`config.mk`:
```
export PLATFORM = sky130hd
export DESIGN_NAME = seven_segment_shift_driver
export DESIGN_NICKNAME = d
export VERILOG_FILES = /design/src/rtl/ssd_pkg.sv /design/src/rtl/ssd_front.sv /design/src/rtl/ssd_queue.sv /design/src/rtl/ssd_back.sv /design/src/rtl/seven_segment_shift_driver.sv
export SDC_FILE = /design/constraint.sdc
export NUM_CORES = 1
export LEC_CHECK = 0
export ABC_AREA = 1
export BUFFER_PORTS_ARGS = -buffer_cell sky130_fd_sc_hd__buf_4
export CORE_MARGIN = 3
export CORE_UTILIZATION = 59
export CTS_CLUSTER_DIAMETER = 150
export DETAILED_ROUTE_END_ITERATION = 10
export GPL_TIMING_DRIVEN = 0
export PLACE_DENSITY = 0.76
export SYNTH_ARGS = -nofsm -noshare
export SYNTH_HDL_FRONTEND = slang
export SYNTH_SLANG_ARGS = --single-unit
```
`constraint.sdc`:
```
create_clock -name clock -period 5.19 [get_ports clock]
set_input_delay 1.038 -clock clock [delete_from_list [all_inputs] [get_ports clock]]
set_output_delay 1.038 -clock clock [all_outputs]
set_load 0.02 [all_outputs]
```
`src/rtl/ssd_pkg.sv`:
```
`timescale 1ns / 1ps
// shared constants and segment tables for the seven segment shift driver
// no dependencies; used by the front, queue, back and top level
package ssd_pkg;

   localparam int WORD_BITS   = 32;
   localparam int NUMBER_BITS = 16;
   localparam int CHAIN_BITS  = 32;
   localparam int CNT_BITS    = (CHAIN_BITS > 1) ? $clog2(CHAIN_BITS) : 1;
   localparam int QUEUE_DEPTH = 2;
   localparam int QPTR_BITS   = (QUEUE_DEPTH > 1) ? $clog2(QUEUE_DEPTH) : 1;
   localparam int QCNT_BITS   = $clog2(QUEUE_DEPTH + 1);

   localparam logic FUNC_PATTERN = 1'b0;
   localparam logic FUNC_NUMBER  = 1'b1;

   // reciprocal multipliers for constant division, checked over the full input range
   localparam logic [16:0] RECIP_100   = 17'd83887;  // n / 100 = (n * 83887) >> 23
   localparam logic [15:0] RECIP_10    = 16'd52429;  // n / 10  = (n * 52429) >> 19
   localparam logic [7:0]  RECIP_10_Q1 = 8'd205;     // q / 10 for q < 1029, >> 11
   localparam logic [12:0] RECIP_10_Q2 = 13'd6554;   // q / 10 for q < 8192, >> 16

   typedef logic [WORD_BITS-1:0] word_type;
   typedef logic [CNT_BITS-1:0]  cnt_type;

   // hundreds and units displays: PCDE--------GFAB
   function automatic logic [15:0] outer_seg(input logic [3:0] digit);
      logic [15:0] seg;
      case (digit)
         4'd0: seg = 16'h7007;
         4'd1: seg = 16'h4001;
         4'd2: seg = 16'h300B;
         4'd3: seg = 16'h600B;
         4'd4: seg = 16'h400D;
         4'd5: seg = 16'h600E;
         4'd6: seg = 16'h700E;
         4'd7: seg = 16'h4003;
         4'd8: seg = 16'h700F;
         4'd9: seg = 16'h600F;
         default: seg = 16'h0000;
      endcase
      return seg;
   endfunction

   // tens display: ----PCDEGFAB----
   function automatic logic [15:0] middle_seg(input logic [3:0] digit);
      logic [15:0] seg;
      case (digit)
         4'd0: seg = 16'h0770;
         4'd1: seg = 16'h0410;
         4'd2: seg = 16'h03B0;
         4'd3: seg = 16'h06B0;
         4'd4: seg = 16'h04D0;
         4'd5: seg = 16'h06E0;
         4'd6: seg = 16'h07E0;
         4'd7: seg = 16'h0430;
         4'd8: seg = 16'h07F0;
         4'd9: seg = 16'h06F0;
         default: seg = 16'h0000;
      endcase
      return seg;
   endfunction

endpackage

```
`src/rtl/ssd_front.sv`:
```
`timescale 1ns / 1ps
// front end: accepts requests and builds the 32-bit segment word in three stages
// depends on ssd_pkg
module ssd_front (
   input  logic                clock,
   input  logic                reset,
   input  logic                req_valid,
   output logic                req_ready,
   input  logic                req_func,
   input  logic [31:0]         req_pattern,
   input  logic [15:0]         req_number,
   output logic                word_valid,
   input  logic                word_ready,
   output ssd_pkg::word_type   word_data
);

   // stage 1: number / 100 and number / 10
   logic        s1_valid_ff, s1_valid_in;
   logic        s1_func_ff;
   logic [31:0] s1_pattern_ff;
   logic [15:0] s1_number_ff;
   logic [9:0]  s1_q100_ff;
   logic [12:0] s1_q10_ff;

   // stage 2: second division by ten and the units digit
   logic        s2_valid_ff, s2_valid_in;
   logic        s2_func_ff;
   logic [31:0] s2_pattern_ff;
   logic [9:0]  s2_q100_ff;
   logic [6:0]  s2_q100d_ff;
   logic [12:0] s2_q10_ff;
   logic [9:0]  s2_q10d_ff;
   logic [3:0]  s2_units_ff;

   // stage 3: finished word
   logic              s3_valid_ff, s3_valid_in;
   ssd_pkg::word_type s3_word_ff, s3_word_in;

   logic adv1, adv2, adv3;

   logic [32:0] prod100;
   logic [31:0] prod10;
   logic [17:0] prod100d;
   logic [25:0] prod10d;
   logic [15:0] tens_x10;
   logic [15:0] units_diff;
   logic [9:0]  hund_x10;
   logic [9:0]  hund_diff;
   logic [12:0] tens_d_x10;
   logic [12:0] tens_diff;
   logic [15:0] seg_hund, seg_tens, seg_units;

   assign adv3 = !s3_valid_ff || word_ready;
   assign adv2 = !s2_valid_ff || adv3;
   assign adv1 = !s1_valid_ff || adv2;

   assign req_ready  = adv1;
   assign word_valid = s3_valid_ff;
   assign word_data  = s3_word_ff;

   assign s1_valid_in = adv1 ? req_valid : s1_valid_ff;
   assign s2_valid_in = adv2 ? s1_valid_ff : s2_valid_ff;
   assign s3_valid_in = adv3 ? s2_valid_ff : s3_valid_ff;

   assign prod100 = 33'(req_number) * 33'(ssd_pkg::RECIP_100);
   assign prod10  = 32'(req_number) * 32'(ssd_pkg::RECIP_10);

   assign prod100d   = 18'(s1_q100_ff) * 18'(ssd_pkg::RECIP_10_Q1);
   assign prod10d    = 26'(s1_q10_ff) * 26'(ssd_pkg::RECIP_10_Q2);
   assign tens_x10   = 16'({s1_q10_ff, 3'b000}) + 16'({s1_q10_ff, 1'b0});
   assign units_diff = s1_number_ff - tens_x10;

   assign hund_x10   = 10'({s2_q100d_ff, 3'b000}) + 10'({s2_q100d_ff, 1'b0});
   assign hund_diff  = s2_q100_ff - hund_x10;
   assign tens_d_x10 = 13'({s2_q10d_ff, 3'b000}) + 13'({s2_q10d_ff, 1'b0});
   assign tens_diff  = s2_q10_ff - tens_d_x10;

   assign seg_hund  = ssd_pkg::outer_seg(hund_diff[3:0]);
   assign seg_tens  = ssd_pkg::middle_seg(tens_diff[3:0]);
   assign seg_units = ssd_pkg::outer_seg(s2_units_ff);

   always_comb begin
      if (s2_func_ff == ssd_pkg::FUNC_NUMBER) begin
         s3_word_in = {seg_hund, seg_tens | seg_units};
      end else begin
         s3_word_in = s2_pattern_ff;
      end
   end

   always_ff @(posedge clock) begin
      if (reset) begin
         s1_valid_ff <= 1'b0;
         s2_valid_ff <= 1'b0;
         s3_valid_ff <= 1'b0;
      end else begin
         s1_valid_ff <= s1_valid_in;
         s2_valid_ff <= s2_valid_in;
         s3_valid_ff <= s3_valid_in;
      end
   end

   always_ff @(posedge clock) begin
      if (adv1) begin
         s1_func_ff    <= req_func;
         s1_pattern_ff <= req_pattern;
         s1_number_ff  <= req_number;
         s1_q100_ff    <= prod100[32:23];
         s1_q10_ff     <= prod10[31:19];
      end
      if (adv2) begin
         s2_func_ff    <= s1_func_ff;
         s2_pattern_ff <= s1_pattern_ff;
         s2_q100_ff    <= s1_q100_ff;
         s2_q100d_ff   <= prod100d[17:11];
         s2_q10_ff     <= s1_q10_ff;
         s2_q10d_ff    <= prod10d[25:16];
         s2_units_ff   <= units_diff[3:0];
      end
      if (adv3) begin
         s3_word_ff <= s3_word_in;
      end
   end

endmodule

```
`src/rtl/ssd_queue.sv`:
```
`timescale 1ns / 1ps
// short word queue between the front end and the serializer
// depends on ssd_pkg
module ssd_queue (
   input  logic                clock,
   input  logic                reset,
   input  logic                in_valid,
   output logic                in_ready,
   input  ssd_pkg::word_type   in_data,
   output logic                out_valid,
   input  logic                out_ready,
   output ssd_pkg::word_type   out_data
);

   ssd_pkg::word_type               mem_ff [ssd_pkg::QUEUE_DEPTH];
   logic [ssd_pkg::QPTR_BITS-1:0]   wr_ptr_ff, wr_ptr_in;
   logic [ssd_pkg::QPTR_BITS-1:0]   rd_ptr_ff, rd_ptr_in;
   logic [ssd_pkg::QCNT_BITS-1:0]   count_ff, count_in;
   logic                            push, pop;

   assign in_ready  = (count_ff != ssd_pkg::QCNT_BITS'(ssd_pkg::QUEUE_DEPTH));
   assign out_valid = (count_ff != '0);
   assign out_data  = mem_ff[rd_ptr_ff];

   assign push = in_valid && in_ready;
   assign pop  = out_valid && out_ready;

   always_comb begin
      wr_ptr_in = wr_ptr_ff;
      rd_ptr_in = rd_ptr_ff;
      count_in  = count_ff;
      if (push) begin
         if (wr_ptr_ff == ssd_pkg::QPTR_BITS'(ssd_pkg::QUEUE_DEPTH - 1)) begin
            wr_ptr_in = '0;
         end else begin
            wr_ptr_in = wr_ptr_ff + 1'b1;
         end
      end
      if (pop) begin
         if (rd_ptr_ff == ssd_pkg::QPTR_BITS'(ssd_pkg::QUEUE_DEPTH - 1)) begin
            rd_ptr_in = '0;
         end else begin
            rd_ptr_in = rd_ptr_ff + 1'b1;
         end
      end
      if (push && !pop) begin
         count_in = count_ff + 1'b1;
      end else if (pop && !push) begin
         count_in = count_ff - 1'b1;
      end
   end

   always_ff @(posedge clock) begin
      if (reset) begin
         wr_ptr_ff <= '0;
         rd_ptr_ff <= '0;
         count_ff  <= '0;
      end else begin
         wr_ptr_ff <= wr_ptr_in;
         rd_ptr_ff <= rd_ptr_in;
         count_ff  <= count_in;
      end
   end

   always_ff @(posedge clock) begin
      if (push) begin
         mem_ff[wr_ptr_ff] <= in_data;
      end
   end

`ifndef SYNTH
   a_count_bound: assert property (@(posedge clock) disable iff (reset)
      count_ff <= ssd_pkg::QCNT_BITS'(ssd_pkg::QUEUE_DEPTH))
      else $error("queue count beyond depth");

   a_push_grows: assert property (@(posedge clock) disable iff (reset)
      push && !pop |=> count_ff == $past(count_ff) + 1'b1)
      else $error("queue count did not grow on push");

   a_head_held: assert property (@(posedge clock) disable iff (reset)
      out_valid && !out_ready |=> out_valid && $stable(out_data))
      else $error("queue head changed while stalled");
`endif

endmodule

```
`src/rtl/ssd_back.sv`:
```
`timescale 1ns / 1ps
// serializer: shifts each segment word out lsb first, flags the last chain bit
// depends on ssd_pkg
module ssd_back (
   input  logic                clock,
   input  logic                reset,
   input  logic                word_valid,
   output logic                word_ready,
   input  ssd_pkg::word_type   word_data,
   output logic                rsp_valid,
   input  logic                rsp_ready,
   output logic                rsp_serial_bit,
   output logic                rsp_latch_now
);

   logic              busy_ff, busy_in;
   ssd_pkg::cnt_type  cnt_ff, cnt_in;
   ssd_pkg::word_type shift_ff, shift_in;
   logic              last, take, load;

   assign last = (cnt_ff == ssd_pkg::CNT_BITS'(ssd_pkg::CHAIN_BITS - 1));
   assign take = rsp_valid && rsp_ready;

   // a new word loads in the same cycle the latch bit leaves
   assign word_ready = !busy_ff || (take && last);
   assign load       = word_valid && word_ready;

   assign rsp_valid      = busy_ff;
   assign rsp_serial_bit = shift_ff[0];
   assign rsp_latch_now  = last;

   always_comb begin
      busy_in  = busy_ff;
      cnt_in   = cnt_ff;
      shift_in = shift_ff;
      if (load) begin
         busy_in  = 1'b1;
         cnt_in   = '0;
         shift_in = word_data;
      end else if (take) begin
         // zero fill covers chains longer than the word
         shift_in = {1'b0, shift_ff[ssd_pkg::WORD_BITS-1:1]};
         if (last) begin
            busy_in = 1'b0;
            cnt_in  = '0;
         end else begin
            cnt_in = cnt_ff + 1'b1;
         end
      end
   end

   always_ff @(posedge clock) begin
      if (reset) begin
         busy_ff <= 1'b0;
         cnt_ff  <= '0;
      end else begin
         busy_ff <= busy_in;
         cnt_ff  <= cnt_in;
      end
   end

   always_ff @(posedge clock) begin
      shift_ff <= shift_in;
   end

`ifndef SYNTH
   a_item_continues: assert property (@(posedge clock) disable iff (reset)
      take && !last |=> rsp_valid && cnt_ff == $past(cnt_ff) + 1'b1)
      else $error("serial item cut short");

   a_stall_holds: assert property (@(posedge clock) disable iff (reset)
      rsp_valid && !rsp_ready |=> $stable(cnt_ff) && $stable(shift_ff))
      else $error("serializer moved while stalled");

   a_load_restarts: assert property (@(posedge clock) disable iff (reset)
      load |=> rsp_valid && cnt_ff == '0)
      else $error("new word did not restart the bit count");

   a_idle_count: assert property (@(posedge clock) disable iff (reset)
      !busy_ff |-> cnt_ff == '0)
      else $error("bit count nonzero while idle");
`endif

endmodule

```
`src/rtl/seven_segment_shift_driver.sv`:
```
`timescale 1ns / 1ps
// the first serial bit of a request is valid once it has passed the front stages, the queue and the serializer
// the serializer shifts one bit per cycle while rsp_ready is high, CHAIN_BITS bits per request
// the three-stage digit front end and a two-word queue keep accepting while bits shift out
// reset: synchronous, clears valid flags, queue pointers and count and the bit counter; no clearing pass
// depends on ssd_pkg, ssd_front, ssd_queue, ssd_back
module seven_segment_shift_driver (
   input  logic        clock,
   input  logic        reset,
   input  logic        req_valid,
   output logic        req_ready,
   input  logic        req_func,
   input  logic [31:0] req_pattern,
   input  logic [15:0] req_number,
   output logic        rsp_valid,
   input  logic        rsp_ready,
   output logic        rsp_serial_bit,
   output logic        rsp_latch_now
);

   logic              f_valid, f_ready;
   ssd_pkg::word_type f_data;
   logic              q_valid, q_ready;
   ssd_pkg::word_type q_data;

   ssd_front u_front (
      .clock       (clock),
      .reset       (reset),
      .req_valid   (req_valid),
      .req_ready   (req_ready),
      .req_func    (req_func),
      .req_pattern (req_pattern),
      .req_number  (req_number),
      .word_valid  (f_valid),
      .word_ready  (f_ready),
      .word_data   (f_data)
   );

   ssd_queue u_queue (
      .clock     (clock),
      .reset     (reset),
      .in_valid  (f_valid),
      .in_ready  (f_ready),
      .in_data   (f_data),
      .out_valid (q_valid),
      .out_ready (q_ready),
      .out_data  (q_data)
   );

   ssd_back u_back (
      .clock          (clock),
      .reset          (reset),
      .word_valid     (q_valid),
      .word_ready     (q_ready),
      .word_data      (q_data),
      .rsp_valid      (rsp_valid),
      .rsp_ready      (rsp_ready),
      .rsp_serial_bit (rsp_serial_bit),
      .rsp_latch_now  (rsp_latch_now)
   );

endmodule
```
======== Yosys cells after proc, flatten, opt, wreduce, memory -nomap -nowiden ========
Memory sizes are Yosys's and may differ from the RTL's. A register that Yosys moved wholly into a read port is not among the register bits.
Index checks and enable logic that the tools add are counted.
cells by class
  multiply operators ...................... 4
  mux-type cells .......................... 16
  bitwise operators ....................... 1
  reduce and logical (&&, ||, !) cells .... 22
  add/sub/neg operators ................... 11
  eq/ne operators ......................... 2
operators by type and width
  kind                      number
  $mux W32                  3
  $mul A16 B17 Y33 const B  1
  $mul A16 B16 Y32 const B  1
  $mul A13 B12 Y18 const B  1
  $or A16 B16 Y16           1
  $mul A10 B8 Y14 const B   1
  $add A4 B4 Y4             3
  $sub A4 B4 Y4             3
  $mux W1                   9
  $reduce_bool A2 Y1        4
  $logic_and A1 B1 Y1       6
  $logic_not A1 Y1          6
  $add A5 B1 Y5 const B     1
  $eq A5 B5 Y1 const B      1
  $mux W5                   1
  $logic_or A1 B1 Y1        4
  $mux W2                   2
  $mux W4                   1
  $add A1 B1 Y1 const B     2
  $add A2 B1 Y2 const B     1
  $ne A2 B2 Y1 const B      1
  $reduce_and A2 Y1         1
  $reduce_or A2 Y1          1
  $sub A2 B1 Y2 const B     1
storage, ports and cells
  bits of input ports ..................... 53
  output and inout bits ................... 4
  register bits ........................... 188
  word-level logic and storage cells ...... 82
  memories kept ........................... 4
  RAM bits ................................ 64
  ROM bits ................................ 336
memories
  memory            depth  bits a word  read ports  clocked after memory_dff  wr ports  line             source
  (name not given)  16     7            1           1                         0         ssd_pkg.sv:29    case (digit)
  (name not given)  16     7            1           0                         0         ssd_pkg.sv:48    case (digit)
  (name not given)  16     7            1           0                         0         ssd_pkg.sv:29
  u_queue.mem_ff    2      32           1           1                         1         ssd_queue.sv:15  ssd_pkg::word_type mem_ff [ssd_pkg::QUEUE_DEPTH];

======== Logic depth before layout (Yosys ltp) ========
Gate-level depths: netlist of the first run.
  word-level depth ........................ 7
  depth in mapped cells ................... 23
  mapped depth without buffers ............ 23

======== Modules after synthesis ========
From an unflattened synthesis of the first run, not the netlist that was laid out.
second synthesis, totals
  cell total of the unflattened synthesis .. 2504
  area, all modules ....................... 24247.0 µm²
modules (own cells, without submodules)
  module     times used  cells each  area an instance (µm²)  sequential area each (µm²)
  ssd_front  1           2182        19784.0                 4494.3
  ssd_queue  1           137         2705.1                  2021.9
  ssd_back   1           185         1757.9                  1081.0

======== Least setup slack after synthesis of the first run ========
OpenSTA, ideal clock, no wires.
  path kind ............................... input to register
  start ................................... input port req_number[4]
  end ..................................... register u_front.s1_q100_ff[3], data pin
  cell stages on the path ................. 19
  required time ........................... 4.937 ns
  path slack .............................. -0.355 ns
  setup time .............................. 0.253 ns
  data arrival time ....................... 5.292 ns
  path through ............................ fa_1 inv_1 fa_1 inv_1 fa_1 fa_1 fa_1 inv_1 fa_1 inv_1 ha_1 nand2_1 inv_1 a21oi_1 nor2_1 o21bai_1 nand3_1 nand2_1 nand2_1
between the ends
  word-level cells in the longest chain between the ends .. 1
RTL lines
  item                           line                              source
  start: declaration             seven_segment_shift_driver.sv:14  input logic [15:0] req_number,
  $mul A16 B17 Y33               ssd_front.sv:65                   assign prod100 = 33'(req_number) * 33'(ssd_pkg::RECIP_100);
  named net u_front.prod100[26]  ssd_front.sv:41                   logic [32:0] prod100;
  end signal: assignment         ssd_front.sv:107                  s1_q100_ff <= prod100[32:23];
  end: declaration               ssd_front.sv:22                   logic [9:0] s1_q100_ff;
The timed path passes the listed nets, and every way through them passes these cells.
A chain may end at the register's enable or synchronous reset.

======== Worst setup path after layout of the first run ========
  start ................................... input port req_number[2]
  end ..................................... register u_front.s1_q100_ff[4], data pin
Same word-level chain as after synthesis.

==> summary.md, run 1 <==
| Metric | Value |
|---|---|
| Status | `complete, but fails checks` |
| Failing checks | `negative setup slack` |
| Clk_lat worst skew | `520 ps` |
| Sequential area share after synthesis | `31.8%` |
| Core area | `0.0398 sq mm` |
| Total GRT Usage | `23.8%` |
| Pre-Repair DR Iteration Count | `5` |
| DIE HEIGHT | `207 microns` |
| Type of origin of the critical path | `input port` |
| H-tree levels | `1` |
| Least-Margin Pin Slew | `1300 ps` |
| Synth Area per Inst | `9.48 sq um` |
| Post-route ant nets | `0` |
| Clk root buf | `clkbuf_16` |
| RD Place Congestion | `0.927` |
| Hpwl dp | `40.9 mm` |
| DR WL/cell | `16.3 microns` |
| FMAX | `0.192 GHz` |
| Hold path cells | `0` |
| Final hold slack | `418 ps` |
| Via density | `5.24` |
| # diodes | `0` |
| Flop2flop setup slack | `660 ps` |
| Cell Rows | `73` |
| Hold buffers post-CTS | `0` |
| Via count | `16647` |
| Synthesized Nets | `3179` |
| Global-route wire length before repair | `83.5 mm` |
| Final Cycle Share | `101%` |
| Share of cells above drive strength 1 | `12.7%` |
| Synth cell types | `38` |
| NumNets Final | `3297` |
| WP data required | `5440 ps` |
| CTS tree | `yes` |
| Yosys reg bits | `260` |
| Die width | `207 microns` |
| Mapped Area | `0.0239 sq mm` |
| CTS Buf Count | `25` |
| Min-Delay Path Class | `reg -> reg` |
| Clock net sink count | `260` |
| Setup ws final | `-30.0 ps` |
| IO Count | `57` |
| Largest net degree at the start of global routing | `63` |
| Final min period | `5220 ps` |
| Area Overhead vs Synth | `13.5%` |
| Maximum capacitance violations | `0` |
| Crit. End Element | `register` |
| Finished Layout Cells | `3178` |
| Relative slew slack | `13.4%` |
| Grt total ovfl | `0` |
| Routed WL | `51.8 mm` |
| Skew final | `17.9 ps` |
| Crit path launch | `req_number[2]` |
| Max clock buf depth | `3` |
| Clock Pin Slew Worst Setup and Hold Paths | `60 ps` |
| HP Start | `u_front.s1_pattern_ff[9]$_DFFE_PP_` |
| RSZ-0062 raised after global routing | `true` |
| Initial antenna violation count | `0` |
| Origin of the critical flop-to-flop path | `u_front.s1_q10_ff[5]$_DFFE_PP_` |
| Initial DRC count | `797` |
| # DRC | `0` |
| Critical path type | `in -> reg` |
| R2R depth | `17` |
| Port Buf Inserts | `56` |
| Yosys warnings | `0` |
| Max Slew Vio Count | `0` |
| Crit-path max FO | `4` |
| Starting Density | `60.0%` |
| Post-Syn Instances | `2518` |
| FF-to-FF End | `u_front.s2_q10d_ff[2]$_DFFE_PN_` |
| Endpoints failing setup | `1` |
| Die area | `0.0429 sq mm` |
| Worst Hold Path EP | `u_front.s2_pattern_ff[9]$_DFFE_PN_` |
| Vias in the first global route | `17273` |
| Inst Count DP | `3101` |
| Final hold vios | `0` |
| CP arrival | `5470 ps` |
-- logic make-up (layout without fill, tap and decap cells) --
kind of cell / count (synthesis) / after routing / share of synthesized area, %
compound gates: 164 / 164 / 3.89
xor+xnor: 30 / 30 / 1.10
fa+ha+maj: 608 / 608 / 39.2
buf+inv: 632 / 767 / 10.1
flops: 260 / 260 / 31.8
simple gates: 824 / 824 / 13.9
-- metrics by stage --
stage               instance area (sq um)  TNS [ps]  utilization [%]  setup WS, ps
floorplan                           24100      -945                -          -110
global placement                    25200    -14410             63.2          -749
detailed placement                  25200    -14700             63.4          -760
CTS                                 26300     -33.7             66.0         -27.7
global route                        27100     -1030             68.1          -134
finish                              27100     -30.0             68.1         -30.0
-- how the worst max path moves through the flow --
stage                                           end  slack (ps)  depth (start not counted)
floorplan           u_front.s1_q100_ff[8]$_DFFE_PP_        -110                         20
global placement     u_front.s1_q10_ff[7]$_DFFE_PP_        -750                         17
detailed placement   u_front.s1_q10_ff[7]$_DFFE_PP_        -760                         17
CTS                 u_front.s1_q100_ff[4]$_DFFE_PP_         -30                         21
global route        u_front.s1_q100_ff[7]$_DFFE_PP_        -130                         18
finish              u_front.s1_q100_ff[4]$_DFFE_PP_         -30                         21
-- critical path, cell delays in order --
cell     delay, ps
buf_16         110
fa_2           610
inv_2           50
fa_2           560
inv_1           70
fa_1           550
ha_4           210
fa_1           550
inv_1           60
fa_1           550
inv_1           70
ha_4           310
nand2_4         70
inv_1           60
nand2_1         50
a21oi_1        170
nor2_2          70
nand2_4        100
nand2_2         60
nand3_1         70
nand2_1         70
-- timing repair --
action | in CTS | in global routing
gates resized for setup | 53 | 156
pin swaps | 20 | 75
setup endpoints to repair | 21 | 23
setup buffers | 11 | 22
-- cells in the mapped netlist (all sizes together) --
cell type | number | share of area [%]
or2 | 8 | 0.21
o21ai | 40 | 0.85
xnor2 | 16 | 0.59
nor4 | 3 | 0.079
clkbuf | 12 | 0.19
edfxtp | 239 | 30
nand2b | 1 | 0.026
inv | 611 | 9.6
nor2 | 151 | 2.4
nand2 | 554 | 8.8
nand3b | 5 | 0.16
o21bai | 12 | 0.38
xor2 | 14 | 0.51
o21a | 4 | 0.13
a21o | 3 | 0.094
nor3b | 2 | 0.063
clkinv | 2 | 0.037
o211ai | 1 | 0.031
a31oi | 34 | 0.89
nand4 | 12 | 0.31
nor3 | 10 | 0.26
fa | 232 | 19
ha | 376 | 20
a21oi | 70 | 1.5
buf | 7 | 0.28
dfxtp | 21 | 1.8
nand3 | 78 | 1.7
-- area by class of cell --
class	instances	area [sq um]
clock buffers	30	644
flip-flops and latches	260	7600
inverters	613	2320
repair buffers	91	885
fillers	3005	12700
multi-input cells	1626	14800
plain buffers	19	113
clock inverters	14	133
well taps	525	657
-- metal layers --
layer | track usage (%) | up-vias | part of all wire, %
met5 | 0 | - | 0
met4 | 6.39 | 0 | 2.7
met3 | 2.18 | 88 | 4.3
met2 | 43.8 | 377 | 52
met1 | 30.2 | 8028 | 41
li1 | - | 8154 | -
-- registers in the layout (all words and copies together), names as in the netlist, 7 cells and up, named ones only --
register	cells
u_front.word_data	32
u_front.s2_pattern_ff	32
u_queue.mem_ff	64
u_back.shift_ff	32
u_front.s1_q10_ff	13
u_front.s1_q100_ff	10
u_front.s1_pattern_ff	32
u_front.seg_units	7
-- cell usage in the layout, fill, tap and decap left out, types with 7 or more instances in the layout --
master and instances:
a21oi_1 49, a21oi_2 19, a31oi_1 34, buf_12 10
buf_4 72, buf_6 11, clkbuf_1 17, clkbuf_16 25
clkinvlp_4 7, dfxtp_1 21, edfxtp_1 239, fa_1 219
fa_2 13, ha_1 342, ha_4 29, inv_1 581
inv_2 25, nand2_1 501, nand2_2 41, nand2_4 12
nand3_1 71, nand4_1 12, nor2_1 128, nor2_2 13
nor2_4 10, o21ai_0 35, o21bai_1 12, or2_2 8
xnor2_1 16, xor2_1 14
Power of run 1 is not shown: default switching activity piles up to over one toggle a cycle in this logic, so the estimate is an artifact.
==> run 2: changes to the inputs <==
--- a/config.mk
+++ b/config.mk
@@ -12,7 +12,8 @@
 export CTS_CLUSTER_DIAMETER = 150
 export DETAILED_ROUTE_END_ITERATION = 10
 export GPL_TIMING_DRIVEN = 0
-export PLACE_DENSITY = 0.76
+export PLACE_DENSITY = 0.79
 export SYNTH_ARGS = -nofsm -noshare
 export SYNTH_HDL_FRONTEND = slang
+export SYNTH_HIERARCHICAL = 1
 export SYNTH_SLANG_ARGS = --single-unit
==> summary.md, run 2 <==
| Metric | Value |
|---|---|
| Status | `complete, but fails checks (unchanged)` |
| Failing checks | `negative setup slack (unchanged)` |
| Grt total ovfl | `0 (unchanged)` |
| DIE HEIGHT | `209 microns (was 207 microns)` |
| RSZ-0062 raised after global routing | `true (unchanged)` |
| Relative slew slack | `36.4% (was 13.4%)` |
| CTS Buf Count | `25 (unchanged)` |
| Max clock buf depth | `3 (unchanged)` |
| Synth cell types | `46 (was 38)` |
| Yosys warnings | `6 (was 0)` |
| CTS tree | `yes (unchanged)` |
| Count leader, synth | `inv_1 (unchanged)` |
| IO Count | `57 (unchanged)` |
| # diodes | `0 (unchanged)` |
| Max Slew Vio Count | `0 (unchanged)` |
| Largest register FFs | `64 (unchanged)` |
| # DRC | `0 (unchanged)` |
| Maximum capacitance violations | `0 (unchanged)` |
| Largest Register | `u_queue/mem_ff (was u_queue.mem_ff)` |
| Routed WL | `53.5 mm (was 51.8 mm)` |
| Setup ws final | `-103 ps (was -30.0 ps)` |
| Post-route ant nets | `0 (unchanged)` |
| Finished Layout Cells | `3152 (was 3178)` |
| Cell Rows | `73 (unchanged)` |
| Final hold vios | `0 (unchanged)` |
| Ys async rst share | `0% (unchanged)` |
| H-tree levels | `1 (unchanged)` |
| Core area | `0.0402 sq mm (was 0.0398 sq mm)` |
| Uppermost layer routed | `met4 (unchanged)` |
| Largest net degree at the start of global routing | `63 (unchanged)` |
| Port Buf Inserts | `56 (unchanged)` |
| Sequential area share after synthesis | `31.3% (was 31.8%)` |
| Clk_lat worst skew | `530 ps (was 520 ps)` |
| Synth top cells by count | `inv_1 (589), nand2_1 (532), ha_1 (374) (was inv_1 (610), nand2_1 (549), ha_1 (376))` |
| Area leader, netlist | `edfxtp_1 (unchanged)` |
| Setup_tns | `-271 ps (was -30.0 ps)` |
| Clk root buf | `clkbuf_16 (unchanged)` |
| Share of cells above drive strength 1 | `14.1% (was 12.7%)` |
| Skew final | `13.6 ps (was 17.9 ps)` |
| Met1 WL | `20.8 mm (was 21.1 mm)` |
| CP cell instances | `buf_6, fa_2, inv_2, fa_2, inv_1, fa_1, ha_1, fa_1, inv_1, fa_1, inv_2, ha_4, nand2_1, inv_1, nand2_1, nand2_1, a21oi_1, nand2_2, nand2_2, nand2_1, nand2_1, nand2_1 (was buf_16, fa_2, inv_2, fa_2, inv_1, fa_1, ha_4, fa_1, inv_1, fa_1, inv_1, ha_4, nand2_4, inv_1, nand2_1, a21oi_1, nor2_2, nand2_4, nand2_2, nand3_1, nand2_1)` |
| Initial DRC count | `1063 (was 797)` |
| Global-route wire length before repair | `85.2 mm (was 83.5 mm)` |
| Die width | `209 microns (was 207 microns)` |
| Top cell type's share of synthesized area | `29.6% (was 30.1%)` |
| Pre-Repair DR Iteration Count | `5 (unchanged)` |
| Commonest non-fill, non-tap cells in the layout | `inv_1 (562), nand2_1 (492), ha_1 (335), edfxtp_1 (239), fa_1 (220) (was inv_1 (581), nand2_1 (501), ha_1 (342), edfxtp_1 (239), fa_1 (219))` |
| Min-Delay Path Class | `reg -> reg (unchanged)` |
| Critical path type | `in -> reg (unchanged)` |
| Type of origin of the critical path | `input port (unchanged)` |
| Vias in the first global route | `17920 (was 17273)` |
| Least-Margin Pin Slew | `952 ps (was 1300 ps)` |
| Largest stage delay on the critical path | `630 ps (was 610 ps)` |
| Via count | `16976 (was 16647)` |
| Crit. End Element | `register (unchanged)` |
| Hpwl dp | `41.5 mm (was 40.9 mm)` |
| Final min period | `5290 ps (was 5220 ps)` |
| Fillers | `2853 (was 3005)` |
| DR WL/cell | `17.0 microns (was 16.3 microns)` |
| RD Place Congestion | `0.950 (was 0.927)` |
| Most common cell after layout, fill and taps aside | `inv_1 (unchanged)` |
| Slowest cell on crit path | `fa_2 (unchanged)` |
| Final Cycle Share | `102% (was 101%)` |
| Most frequent CP cell | `nand2_1 (was inv_1)` |
| EDFF count, synth | `239 (unchanged)` |
| Initial antenna violation count | `0 (unchanged)` |
| FMAX | `0.189 GHz (was 0.192 GHz)` |
| Synth Area per Inst | `9.68 sq um (was 9.48 sq um)` |
| Post-Syn Instances | `2504 (was 2518)` |
| Clock Pin Slew Worst Setup and Hold Paths | `60 ps (about the same)` |
| Met3 routed wirelength | `2.93 mm (was 2.21 mm)` |
| CP arrival | `5560 ps (was 5470 ps)` |
| FF+latch area | `0.00760 sq mm (unchanged)` |
| Crit-path max FO | `10 (was 4)` |
| Met2 wire length | `27.5 mm (was 27.1 mm)` |
| Multi-input gate area | `0.0151 sq mm (was 0.0148 sq mm)` |
| Starting Density | `60.3% (was 60.0%)` |
| Inst Count DP | `3086 (was 3101)` |
| Via density | `5.39 (was 5.24)` |
| Commonest register cell after synthesis | `edfxtp_1 (unchanged)` |
| WP data required | `5460 ps (was 5440 ps)` |
| Area Overhead vs Synth | `12.5% (was 13.5%)` |
| Mapped Area | `0.0242 sq mm (was 0.0239 sq mm)` |
| Clock net sink count | `260 (unchanged)` |
| Total GRT Usage | `23.7% (was 23.8%)` |
| Ranking of synthesized cells by area | `edfxtp_1 (30%), ha_1 (19%), fa_1 (19%) (was edfxtp_1 (30%), ha_1 (20%), fa_1 (19%))` |
| NumNets Final | `3267 (was 3297)` |
| Synthesized Nets | `3163 (was 3179)` |
| Die area | `0.0436 sq mm (was 0.0429 sq mm)` |
| Yosys reg bits | `260 (unchanged)` |
| Endpoints failing setup | `8 (was 1)` |
-- run 2: final cells by class --
cell class	count	area share, %
inverters	594	8.21
multi-input cells	1631	55.3
flip-flops and latches	260	27.9
well taps	525	2.41
repair buffers	77	2.68
clock buffers	30	2.44
clock inverters	16	0.514
plain buffers	19	0.601
-- run 2: cell families (layout without fill, tap and decap cells) --
family / Yosys count / in the layout / share of synthesized area (%)
AO/OA/AOI/OAI: 132 / 132 / 3.01
XOR/XNOR: 31 / 31 / 1.12
adder cells (fa/ha/maj): 606 / 606 / 38.5
buffers and inverters: 613 / 736 / 9.88
flip-flops: 260 / 260 / 31.3
multiplexers: 32 / 32 / 1.95
AND/OR/NAND/NOR: 830 / 830 / 14.3
-- run 2: critical path, delay by kind of cell --
family,cells,cell delay [ps]
compound gates,1,180
fa+ha+maj,7,3310
simple gates,8,590
buf+inv,6,440
-- run 2: stage by stage --
stage	utilization, %	hold WS [ps]	cell area [sq um]	setup slack (ps)
after floorplan	-	400	24500	-129
after global placement	63.5	402	25500	-635
after detailed placement	63.7	405	25600	-688
after CTS	66.0	419	26500	-41.8
after global routing	67.9	425	27300	-198
final	67.9	418	27300	-103
-- run 2: final timing paths --
kind                                                            end                                 from  cells past startpoint  slack [ps]
worst max-delay path                u_front/s1_q100_ff[8]$_DFFE_PP_                        req_number[3]                     22        -100
worst min-delay path            u_front/s2_pattern_ff[15]$_DFFE_PN_  u_front/s1_pattern_ff[15]$_DFFE_PP_                      0         420
worst min register to register  u_front/s2_pattern_ff[15]$_DFFE_PN_  u_front/s1_pattern_ff[15]$_DFFE_PP_                      0         420
worst max register to register      u_front/s2_q10d_ff[2]$_DFFE_PN_       u_front/s1_q10_ff[3]$_DFFE_PP_                     16         770
-- run 2: repair_timing --
item                                    CTS  global route
hold buffers                              0             0
setup buffers                             2            17
cloned                                    0             1
pin swaps                                 5            48
gates resized for setup                  30           150
endpoints found under the setup margin   18            23
-- run 2: layer usage --
layer	vias to the layer above	global-route usage [%]
met1	8161	29.3
met3	152	2.69
met2	565	43.3
met4	0	8.27
met5	-	0
li1	8098	-
Power of run 2 is left out for the same reason.
==> run 3: changes to the inputs <==
--- a/config.mk
+++ b/config.mk
@@ -15,5 +15,4 @@
 export PLACE_DENSITY = 0.79
 export SYNTH_ARGS = -nofsm -noshare
 export SYNTH_HDL_FRONTEND = slang
-export SYNTH_HIERARCHICAL = 1
 export SYNTH_SLANG_ARGS = --single-unit
==> summary.md, run 3 (same netlist as run 1, synthesis figures left out) <==
| Metric | Value |
|---|---|
| Final hold vios | `0 (unchanged)` |
| Clock Pin Slew Worst Setup and Hold Paths | `60 ps (about the same)` |
| RSZ-0062 raised after global routing | `true (unchanged)` |
| Relative slew slack | `32.8% (was 36.4%)` |
| DIE HEIGHT | `207 microns (was 209 microns)` |
| RD Place Congestion | `0.948 (was 0.950)` |
| Hpwl dp | `41.6 mm (was 41.5 mm)` |
| Type of origin of the critical path | `input port (unchanged)` |
| Pre-Repair DR Iteration Count | `6 (was 5)` |
| Stages on worst setup path | `18 (was 22)` |
| Clk root buf | `clkbuf_16 (unchanged)` |
| Clock net sink count | `260 (unchanged)` |
| Failing checks | `negative setup slack (unchanged)` |
| Crit-path max FO | `7 (was 10)` |
| Port Buf Inserts | `56 (unchanged)` |
| Via density | `5.28 (was 5.39)` |
| Commonest non-fill, non-tap cells in the layout | `inv_1 (584), nand2_1 (515), ha_1 (346), edfxtp_1 (239), fa_1 (221) (was inv_1 (562), nand2_1 (492), ha_1 (335), edfxtp_1 (239), fa_1 (220))` |
| Cell Rows | `73 (unchanged)` |
| Grt total ovfl | `0 (unchanged)` |
| CTS tree | `yes (unchanged)` |
| # diodes | `0 (unchanged)` |
| Core area | `0.0398 sq mm (was 0.0402 sq mm)` |
| DR WL/cell | `16.6 microns (was 17.0 microns)` |
| Buffers & Inverters on Critical Path | `5 (was 6)` |
| Flop2flop setup slack | `700 ps (was 770 ps)` |
| Largest net degree at the start of global routing | `63 (unchanged)` |
| Final min period | `5210 ps (was 5290 ps)` |
| Placed inst area | `0.0252 sq mm (was 0.0256 sq mm)` |
| Skew final | `14.5 ps (was 13.6 ps)` |
| Setup ws final | `-24.2 ps (was -103 ps)` |
| Min-Delay Path Class | `reg -> reg (unchanged)` |
| Vias in the first global route | `17625 (was 17920)` |
| NumNets Final | `3292 (was 3267)` |
| Die width | `207 microns (was 209 microns)` |
| CP cell instances | `buf_12, fa_2, inv_4, fa_2, inv_2, fa_1, fa_2, fa_1, inv_1, fa_1, inv_2, ha_4, nand2_4, nor2_2, nor3b_1, nand2_1, nand4_1, nand2_2 (was buf_6, fa_2, inv_2, fa_2, inv_1, fa_1, ha_1, fa_1, inv_1, fa_1, inv_2, ha_4, nand2_1, inv_1, nand2_1, nand2_1, a21oi_1, nand2_2, nand2_2, nand2_1, nand2_1, nand2_1)` |
| Largest register FFs | `64 (unchanged)` |
| Total GRT Usage | `24.1% (was 23.7%)` |
| Global-route wire length before repair | `84.8 mm (was 85.2 mm)` |
| Area Overhead vs Synth | `12.6% (was 12.5%)` |
| WP data required | `5450 ps (was 5460 ps)` |
| IO Count | `57 (unchanged)` |
| Critical path type | `in -> reg (unchanged)` |
| Post-layout instance area | `0.0269 sq mm (was 0.0273 sq mm)` |
| CTS Buf Count | `24 (was 25)` |
| Max clock buf depth | `3 (unchanged)` |
| Clk_lat worst skew | `520 ps (was 530 ps)` |
| Endpoints failing setup | `3 (was 8)` |
| Via count | `16747 (was 16976)` |
| Largest stage delay on the critical path | `600 ps (was 630 ps)` |
| # DRC | `0 (unchanged)` |
| Slowest cell on crit path | `fa_2 (unchanged)` |
| Final Cycle Share | `100% (was 102%)` |
| Die area | `0.0429 sq mm (was 0.0436 sq mm)` |
| Crit path launch | `req_number[4] (was req_number[3])` |
| Least-Margin Pin Slew | `1010 ps (was 952 ps)` |
| Largest Register | `u_queue.mem_ff (was u_queue/mem_ff)` |
| Maximum capacitance violations | `0 (unchanged)` |
| CP endpoint | `u_front.s1_q100_ff[3]$_DFFE_PP_ (was u_front/s1_q100_ff[8]$_DFFE_PP_)` |
| Max Slew Vio Count | `0 (unchanged)` |
| Status | `complete, but fails checks (unchanged)` |
| Starting Density | `60.0% (was 60.3%)` |
| Post-route ant nets | `0 (unchanged)` |
| Share of cells above drive strength 1 | `11.5% (was 14.1%)` |
| Hold buffers post-CTS | `0 (unchanged)` |
| R2R depth | `16 (unchanged)` |
| Family with the most delay on the worst path | `adder cells (unchanged)` |
| FMAX | `0.192 GHz (was 0.189 GHz)` |
| Initial antenna violation count | `0 (unchanged)` |
| CP arrival | `5480 ps (was 5560 ps)` |
| Routed WL | `52.7 mm (was 53.5 mm)` |
| Initial DRC count | `850 (was 1063)` |
| Origin of the critical flop-to-flop path | `u_front.s1_q10_ff[5]$_DFFE_PP_ (was u_front/s1_q10_ff[3]$_DFFE_PP_)` |
| Most common cell after layout, fill and taps aside | `inv_1 (unchanged)` |
| H-tree levels | `1 (unchanged)` |
| FF-to-FF End | `u_front.s2_q10d_ff[2]$_DFFE_PN_ (was u_front/s2_q10d_ff[2]$_DFFE_PN_)` |
| Crit. End Element | `register (unchanged)` |
-- run 3: cell types whose count changed in the layout (fill, tap and decap cells not counted), sizes merged, moves of 3 or more --
| cell | previous run | this run |
|---|---|---|
| mux2 | 32 | 0 |
| clkbuf | 37 | 41 |
| nor2 | 134 | 151 |
| buf | 89 | 94 |
| a21oi | 66 | 70 |
| nand3 | 108 | 78 |
| inv | 595 | 611 |
| nand4 | 15 | 12 |
| a31oi | 4 | 34 |
| nand2 | 545 | 554 |
-- run 3: per-layer routing --
metal,up-vias,routed length [microns],global-route usage (%)
met2,441,27300,44.9
met5,-,0,0
met4,0,1600,6.84
met1,8040,21100,29.5
met3,118,2750,2.70
li1,8148,-,-
-- run 3: timing repair --
| item | CTS | global route |
|---|---|---|
| cloned | 0 | 0 |
| resized for setup | 65 | 104 |
| endpoints found under the setup margin | 21 | 23 |
| buffers inserted | 13 | 15 |
| pin swaps | 25 | 47 |
-- run 3: how the worst min path moves through the flow --
stage                                         from                                   to  slack (ps)  cells past startpoint
2_1_floorplan         u_front.s1_func_ff$_DFFE_PP_         u_front.s2_func_ff$_DFFE_PN_         400                      0
3_3_place_gp   u_front.s1_pattern_ff[12]$_DFFE_PP_  u_front.s2_pattern_ff[12]$_DFFE_PN_         400                      0
3_5_place_dp   u_front.s1_pattern_ff[25]$_DFFE_PP_  u_front.s2_pattern_ff[25]$_DFFE_PN_         410                      0
4_1_cts        u_front.s1_pattern_ff[25]$_DFFE_PP_  u_front.s2_pattern_ff[25]$_DFFE_PN_         420                      0
5_1_grt        u_front.s1_pattern_ff[15]$_DFFE_PP_  u_front.s2_pattern_ff[15]$_DFFE_PN_         430                      0
6_report       u_front.s1_pattern_ff[25]$_DFFE_PP_  u_front.s2_pattern_ff[25]$_DFFE_PN_         420                      0
-- run 3: layout make-up --
cell class              count  area, sq um
repair buffers             87          825
flip-flops and latches    260         7600
fillers                  2969        12900
clock buffers              29          651
multi-input cells        1626        14600
well taps                 525          657
inverters                 613         2310
clock inverters            14          126
plain buffers              19          113
-- run 3: through the flow --
step | util (%) | TNS, ps | worst slack (ps) | hold WS [ps] | cells
3_5_place_dp | 63.4 | -15320 | -773 | 405 | 3101
6_report | 67.5 | -34.1 | -24.2 | 418 | 3173
4_1_cts | 66.1 | -11.1 | -7.92 | 420 | 3157
2_1_floorplan | - | -945 | -110 | 400 | 2518
3_3_place_gp | 63.2 | -14240 | -751 | 404 | 3099
5_1_grt | 67.5 | -1360 | -166 | 426 | 3173
Power of run 3 is left out for the same reason.
